<file path="src/sv/lre_pkg.sv">
// Package with shared types, parser tables and codes for the expression evaluator.
package lre_pkg;

   localparam int StackDepth = 64;
   localparam int SpW = $clog2(StackDepth);

   localparam logic [2:0] TOK_NUM = 3'd0;
   localparam logic [2:0] TOK_PLUS = 3'd1;
   localparam logic [2:0] TOK_STAR = 3'd2;
   localparam logic [2:0] TOK_LPAR = 3'd3;
   localparam logic [2:0] TOK_RPAR = 3'd4;
   localparam logic [2:0] TOK_END = 3'd5;

   localparam logic [1:0] STAT_ACCEPT = 2'd0;
   localparam logic [1:0] STAT_SYNTAX = 2'd1;
   localparam logic [1:0] STAT_OVERFLOW = 2'd2;

   localparam logic [1:0] ACT_ERROR = 2'd0;
   localparam logic [1:0] ACT_SHIFT = 2'd1;
   localparam logic [1:0] ACT_REDUCE = 2'd2;
   localparam logic [1:0] ACT_ACCEPT = 2'd3;

   typedef struct packed {
      logic [1:0] kind;
      logic [3:0] arg;
   } action_type;

   // Datapath commands from the controller.
   typedef struct packed {
      logic restart;
      logic load_top;
      logic shift;
      logic rd_base;
      logic reduce;
      logic [2:0] rule;
   } dp_cmd_type;

   typedef struct packed {
      logic [3:0] top_state;
      logic [SpW-1:0] sp;
      logic [32:0] top_value;
   } dp_status_type;

   function automatic action_type action_lookup(input logic [3:0] st, input logic [2:0] tk);
      action_type a;
      a = '{ACT_ERROR, 4'd0};
      unique case (st)
         4'd0, 4'd4, 4'd6, 4'd7: begin
            if (tk == TOK_NUM) a = '{ACT_SHIFT, 4'd5};
            else if (tk == TOK_LPAR) a = '{ACT_SHIFT, 4'd4};
         end
         4'd1: begin
            if (tk == TOK_PLUS) a = '{ACT_SHIFT, 4'd6};
            else if (tk == TOK_END) a = '{ACT_ACCEPT, 4'd0};
         end
         4'd2: begin
            if (tk == TOK_STAR) a = '{ACT_SHIFT, 4'd7};
            else if (tk == TOK_PLUS || tk == TOK_RPAR || tk == TOK_END)
               a = '{ACT_REDUCE, 4'd2};
         end
         4'd9: begin
            if (tk == TOK_STAR) a = '{ACT_SHIFT, 4'd7};
            else if (tk == TOK_PLUS || tk == TOK_RPAR || tk == TOK_END)
               a = '{ACT_REDUCE, 4'd1};
         end
         4'd3, 4'd5, 4'd10, 4'd11: begin
            if (tk == TOK_PLUS || tk == TOK_STAR || tk == TOK_RPAR || tk == TOK_END) begin
               a.kind = ACT_REDUCE;
               a.arg = (st == 4'd3) ? 4'd4 : (st == 4'd5) ? 4'd6 :
                       (st == 4'd10) ? 4'd3 : 4'd5;
            end
         end
         4'd8: begin
            if (tk == TOK_PLUS) a = '{ACT_SHIFT, 4'd6};
            else if (tk == TOK_RPAR) a = '{ACT_SHIFT, 4'd11};
         end
         default: a = '{ACT_ERROR, 4'd0};
      endcase
      return a;
   endfunction

   function automatic logic [1:0] rule_len(input logic [2:0] r);
      return (r == 3'd1 || r == 3'd3 || r == 3'd5) ? 2'd3 : 2'd1;
   endfunction

   function automatic logic [3:0] goto_lookup(input logic [3:0] st, input logic [2:0] r);
      logic [3:0] g;
      g = 4'd0;
      if (r == 3'd1 || r == 3'd2) g = (st == 4'd0) ? 4'd1 : (st == 4'd4) ? 4'd8 : 4'd0;
      else if (r == 3'd3 || r == 3'd4)
         g = (st == 4'd0 || st == 4'd4) ? 4'd2 : (st == 4'd6) ? 4'd9 : 4'd0;
      else g = (st == 4'd0 || st == 4'd4 || st == 4'd6) ? 4'd3 : (st == 4'd7) ? 4'd10 : 4'd0;
      return g;
   endfunction

endpackage

</file>
<file path="src/sv/lre_ctrl.sv">
// Controller state machine: action lookup, reduce sequencing and result handshake.
module lre_ctrl import lre_pkg::*; (
   input  logic          clock,
   input  logic          reset,
   input  logic          req_valid,
   output logic          req_stall,
   input  logic [2:0]    req_token_kind,
   input  logic          req_number_is_real,
   input  logic [31:0]   req_number_value,
   output logic          rsp_valid,
   input  logic          rsp_stall,
   output logic [1:0]    rsp_status,
   output logic          rsp_result_is_real,
   output logic [31:0]   rsp_result_value,
   output dp_cmd_type    cmd,
   output logic [3:0]    shift_state,
   output logic [32:0]   shift_value,
   input  dp_status_type status
);
   localparam logic [2:0] S_IDLE = 3'd0;
   localparam logic [2:0] S_DECIDE = 3'd1;
   localparam logic [2:0] S_RD0 = 3'd2;
   localparam logic [2:0] S_RD1 = 3'd3;
   localparam logic [2:0] S_ALU = 3'd4;
   localparam logic [2:0] S_WB = 3'd5;
   localparam logic [2:0] S_RELOAD = 3'd6;

   logic [2:0] state_ff, state_in;
   logic [2:0] tok_ff;
   logic [32:0] num_ff;
   logic [2:0] rule_ff, rule_in;
   logic [1:0] alu_cnt_ff, alu_cnt_in;
   logic rsp_valid_ff, rsp_valid_in;
   logic [1:0] rsp_status_ff, rsp_status_in;
   logic [32:0] rsp_val_ff, rsp_val_in;
   action_type act;
   logic out_free;

   assign out_free = !rsp_valid_ff || !rsp_stall;
   assign act = action_lookup(status.top_state, tok_ff);
   assign req_stall = (state_ff != S_IDLE);
   assign shift_state = act.arg;
   assign shift_value = (tok_ff == TOK_NUM) ? num_ff : 33'd0;

   always_comb begin
      state_in = state_ff; rule_in = rule_ff; alu_cnt_in = alu_cnt_ff;
      cmd = '0; cmd.rule = rule_ff;
      rsp_valid_in = rsp_valid_ff && rsp_stall;
      rsp_status_in = rsp_status_ff; rsp_val_in = rsp_val_ff;
      unique case (state_ff)
         S_IDLE: if (req_valid) state_in = S_DECIDE;
         S_DECIDE: begin
            if (tok_ff > TOK_END || act.kind == ACT_ERROR ||
                (act.kind == ACT_SHIFT && status.sp == SpW'(StackDepth - 1)) ||
                act.kind == ACT_ACCEPT) begin
               if (out_free) begin
                  rsp_valid_in = 1'b1; cmd.restart = 1'b1; state_in = S_IDLE;
                  rsp_val_in = '0;
                  if (tok_ff > TOK_END || act.kind == ACT_ERROR) rsp_status_in = STAT_SYNTAX;
                  else if (act.kind == ACT_SHIFT) rsp_status_in = STAT_OVERFLOW;
                  else begin
                     rsp_status_in = STAT_ACCEPT; rsp_val_in = status.top_value;
                  end
               end
            end else if (act.kind == ACT_SHIFT) begin
               cmd.shift = 1'b1; state_in = S_IDLE;
            end else begin
               rule_in = act.arg[2:0]; cmd.rule = act.arg[2:0];
               if (rule_len(act.arg[2:0]) == 2'd3) begin
                  cmd.rd_base = 1'b1; state_in = S_RD0;
               end else begin
                  cmd.rd_base = 1'b1; state_in = S_RD1;
               end
            end
         end
         S_RD0: begin cmd.rd_base = 1'b1; state_in = S_RD1; end
         S_RD1: begin cmd.rd_base = 1'b1; alu_cnt_in = 2'd0; state_in = S_ALU; end
         S_ALU: begin
            alu_cnt_in = alu_cnt_ff + 2'd1;
            if (alu_cnt_ff == 2'd1) state_in = S_WB;
         end
         S_WB: begin cmd.reduce = 1'b1; state_in = S_DECIDE; end
         S_RELOAD: begin cmd.load_top = 1'b1; state_in = S_DECIDE; end
         default: state_in = S_IDLE;
      endcase
   end

   always_ff @(posedge clock) begin
      if (reset) begin
         state_ff <= S_IDLE; rsp_valid_ff <= 1'b0; rule_ff <= 3'd0; alu_cnt_ff <= 2'd0;
      end else begin
         state_ff <= state_in; rsp_valid_ff <= rsp_valid_in;
         rule_ff <= rule_in; alu_cnt_ff <= alu_cnt_in;
      end
      rsp_status_ff <= rsp_status_in; rsp_val_ff <= rsp_val_in;
      if (state_ff == S_IDLE && req_valid) begin
         tok_ff <= req_token_kind; num_ff <= {req_number_is_real, req_number_value};
      end
   end

   assign rsp_valid = rsp_valid_ff;
   assign rsp_status = rsp_status_ff;
   assign rsp_result_is_real = rsp_val_ff[32];
   assign rsp_result_value = rsp_val_ff[31:0];
endmodule

</file>
<file path="config.mk">
export PLATFORM = sky130hd
export DESIGN_NAME = lre_ctrl
export DESIGN_NICKNAME = d
export VERILOG_FILES = /design/src/sv/lre_pkg.sv /design/src/sv/lre_ctrl.sv
export SDC_FILE = /design/constraint.sdc
export NUM_CORES = 1
export LEC_CHECK = 0
export BUFFER_PORTS_ARGS = -buffer_cell sky130_fd_sc_hd__buf_2
export CORE_MARGIN = 2
export CORE_UTILIZATION = 30
export CTS_CLUSTER_DIAMETER = 150
export CTS_CLUSTER_SIZE = 40
export DETAILED_ROUTE_END_ITERATION = 8
export PLACE_DENSITY = 0.51
export SETUP_SLACK_MARGIN = 0.3
export SYNTH_ARGS = -nofsm -noshare
export SYNTH_HDL_FRONTEND = slang
export SYNTH_SLANG_ARGS = --single-unit
</file>
<file path="constraint.sdc">
create_clock -name clock -period 11.9 [get_ports clock]
set_input_delay 2.38 -clock clock [delete_from_list [all_inputs] [get_ports clock]]
set_output_delay 2.38 -clock clock [all_outputs]
set_load 0.01 [all_outputs]
</file>
Word level (Yosys, flattened, before mapping):

Index checks and enable logic that the tools add are counted.

* add/sub/neg operators: 1
* order comparisons: 1
* equal/unequal tests: 33
* mux-type cells: 42
* reductions and logical operators: 29

Operators by type and width (number)
* two-way mux 6 bit: 7
* case mux 6 bit (6 select lines): 1
* two-way mux 3 bit: 11
* two-way mux 33 bit: 1
* two-way mux 5 bit: 4
* equality test 3 bit (second input constant): 6
* case mux 3 bit (6 select lines): 1
* equality test 4 x 3 -> 1 bit (second input constant): 4
* equality test 4 bit (second input constant): 4
* equality test 3 x 2 -> 1 bit (second input constant): 5
* two-way mux 1 bit: 12
* logical OR 1 bit: 11
* equality test 3 x 1 -> 1 bit (second input constant): 3
* equality test 4 x 2 -> 1 bit (second input constant): 2
* OR reduction 4 bit: 2
* equality test 6 bit (second input constant): 1
* zero test 3 bit: 2
* two-way mux 2 bit: 3
* AND reduction 3 bit: 2
* OR reduction 2 bit: 3
* equality test 2 x 1 -> 1 bit (second input constant): 2
* equality test 2 bit (second input constant): 2
* equality test 4 x 1 -> 1 bit (second input constant): 1
* zero test 4 bit: 1
* other kinds (11): 15

* flip-flop bits (word level): 80
* input port bits: 83
* word-level logic and storage cells: 114

Longest topological paths before layout:

* word-level depth: 15
* depth in mapped cells: 8
* depth with buffers taken out: 6

Worst setup path after synthesis:

OpenSTA, ideal clock, no wires.

* path kind: input to output
* from: input status[40] in the netlist's numbering
* to: output cmd[7] in the netlist's numbering
* arrival: 5.398 ns
* path slack: 4.122 ns
* cell stages on the path: 7
* buffers on the path: 1
* cells stage by stage: buf_4 nor4_2 nor3_1 a211o_4 o21ai_4 o211ai_2 a21oi_1

RTL lines
* from (decl): RTL line lre_ctrl.sv:18 `input dp_status_type status`
* to (decl): RTL line lre_ctrl.sv:15 `output dp_cmd_type cmd,`

==> results.tsv <==
stage	metric	value	unit
outcome	status	complete, but fails checks	
outcome	violations	DRC	
synth	yosysSeqAreaShare	64.7	%
setup_path	cp_max_fo	36	
synth	synth_top_family_by_area	simple AND/OR/NAND/NOR gates	
synth	synth_async_sr_flop_share	0	%
synth	avgSynthCellArea	12.9	um^2
run	maxCapViolCount	0	
timing	rsz0062_at_grt	no	
timing	finalSetupViolations	0	
floorplanning	die_area	12800	um^2
floorplanning	die_x	113	um
global_routing	grt_pass1_wl	13500	um
timing	clock.fmax	144	MHz
detailed_routing	first_iter_violations	115	
clocking	cts_hold_buf	0	
detailed_routing	wl	8860	um
detailed_routing	viasPerCell	4.54	
synth	yosys-mux-area-fraction	0.280	%
layout	drive_gt1_share	44.7	%
clocking	cts_sinks	80	
timing	slew_headroom	30.8	%
synth	ys_seq_elements	80	
setup_path	end_kind	primary output	
clocking	cts_root_buffer	clkbuf_16	
synth	synth_nets	362	
detailed_routing	antenna_left	0	
detailed_routing	num_vias	2671	
synth	yosys.area_share.xor_xnor	0.490	%
synth	synth_cell_types	55	
power	ir_drop	0.0000612	V
detailed_routing	avgRoutedWirePerCell	15.1	um
floorplanning	ios	165	
detailed_routing	drc_errors	16	
timing	worstMarginPinSlew	1040	ps
setup_path	arrival	4570	ps
clocking	clock_latency	330	ps
synth	netlist_instances	278	
floorplanning	core	11500	um^2
global_routing	antenna_found_initial	0	
worst_hold_path	hp-class	flop to flop	
synth	yosys.area_share.simple	22.6	%
clocking	htree_levels	3	
floorplanning	dieHeight	113	um
global_routing	first_global_vias	2605	
global_routing	grt_max_degree	37	
clocking	tritoncts	built	
detailed_routing	first_pass_iters	7	
clocking	cts-buffers-inserted	9	
place	port_buffers	164	
synth	synth_edf_count	71	
synth	synth_common_cells	71 x edfxtp_1, 37 x and2_1, 35 x nor2b_1	
timing	finClkSkew	7.32	ps
clocking	cts_setup_buffers	0	
layout	syn_to_final_growth	34.9	%
global_routing	grt_util_all_layers	13.8	%
layout	final_cells	588	
setup_path	crit_required	9520	ps
synth	synth_top_area_share	59.6	%
synth	synth-compound-area-share	8.29	%
timing	final-max-slew-violation-count	0	
setup_path	cp-start-kind	input port	
place	place_area	4520	um^2
clocking	clk_pin_slew	70	ps
synth	syn_area	3580	um^2
power	power_density	146	nW/um^2
layout	final_nets	524	
timing	fin_tns_setup	0	ps
floorplanning	rows	39	
layout	antenna_cells	0	
timing	finalCriticalPeriod	6950	ps
synth	yosysMostFrequentCell	edfxtp_1	
clocking	cts_resized	0	
timing	hold_viol_final	0	
floorplanning	start_util	31.1	%
synth	yosys-top-cells-area	edfxtp_1 60%, and2_1 6.5%, nor2b_1 6.1%	
synth	yosys_warnings	0	
synth	synth_fa_ha_area_share	0.350	%
power	p_leak	2.05	nW
layout	final_area	4820	um^2
synth	yosys.area.top_type	edfxtp_1	
setup_path	path_class	input port to primary output	
clocking	clock_path_buffers	2	
synth	ys.flop_type	edfxtp_1	
global_routing	grt.overflow.total	0	
place	gp_congestion	0.805	
layout	nFillCells	1120	
timing	fin_crit_sh	58.4	%
place	placed_cells	572	
place	dpl.hpwl	6590	um
-- state kept, by name, indices dropped and copies added (netlist names) --
name and flops:
num_ff 33, rsp_val_ff 33, rule_ff 3, state_ff 3, tok_ff 3, alu_cnt_ff 2, rsp_status 2, rsp_valid 1
-- per-stage QoR --
step           setup slack (ps)  utilization, %  total power, mW  hold WS [ps]
6_report                   4950            41.9            0.702           463
5_1_grt                    4830            41.9            0.735           482
4_1_cts                    4960            41.9            0.714           468
3_5_place_dp               4970            39.2            0.430           458
3_3_place_gp               5010            39.2            0.429           450
2_1_floorplan              4120               -            0.392           430
-- worst max-delay path, stage by stage --
cell      delay, ps
buf_2           170
nand2b_4        160
nor4_1          530
nand2_1         240
o21ai_4         140
o211ai_2        170
a21oi_4         150
buf_4           400
buf_2           220
-- worst paths after layout --
check                   start        endpoint  slack [ps]  cells after the start
setup / recovery   status[40]          cmd[7]        4950                      9
hold / removal    state_ff[2]     state_ff[1]         460                      1
setup reg to reg    tok_ff[0]  rsp_val_ff[25]        9050                      7
hold reg to reg   state_ff[2]     state_ff[1]         460                      1
-- where the power goes --
part | internal [mW] | leakage [nW] | total [mW] | switching [mW]
clock | 0.165 | 0.146 | 0.280 | 0.115
combinational | 0.0357 | 1.15 | 0.0846 | 0.0489
sequential | 0.330 | 0.753 | 0.338 | 0.00770
total | 0.530 | 2.05 | 0.702 | 0.172
-- cell type report --
cell class              count  area, um^2  share of cell area [%]
well taps                 143         179                    3.71
flip-flops and latches     80        2310                    47.9
repair buffers            166         836                    17.3
multi-input cells         177        1170                    24.3
clock inverters             7        78.8                    1.63
inverters                   6        22.5                   0.467
clock buffers               9         225                    4.67
-- metal layers --
metal | global-route usage, % | wire, um | vias up
met5 | 0 | 0 | -
met4 | 5.45 | 178 | 0
met3 | 4.28 | 758 | 9
met2 | 21.8 | 4120 | 123
met1 | 17.7 | 3810 | 1220
li1 | - | - | 1319
-- layout by cell type, fill, tap and decap left out, types with 3 or more instances in the layout --
| cell | count |
|---|---|
| nor2_1 | 13 |
| o21ai_0 | 7 |
| a21oi_1 | 9 |
| nand3_1 | 3 |
| nor2b_1 | 35 |
| nor4_1 | 3 |
| inv_1 | 6 |
| nor3_1 | 9 |
| buf_2 | 164 |
| and2_1 | 37 |
| edfxtp_1 | 71 |
| nand2_1 | 9 |
| dfxtp_1 | 9 |
| clkbuf_16 | 9 |
| nand2b_1 | 4 |
-- kinds of logic (layout without fill, tap and decap cells) --
family | count (synthesis) | count (layout)
compound gates | 39 | 39
simple gates | 134 | 134
flops | 80 | 80
buf+inv | 21 | 188
fa+ha+maj | 1 | 1
xor+xnor | 2 | 2
mux | 1 | 1
Note: power is estimated with default switching activity, not from simulation.
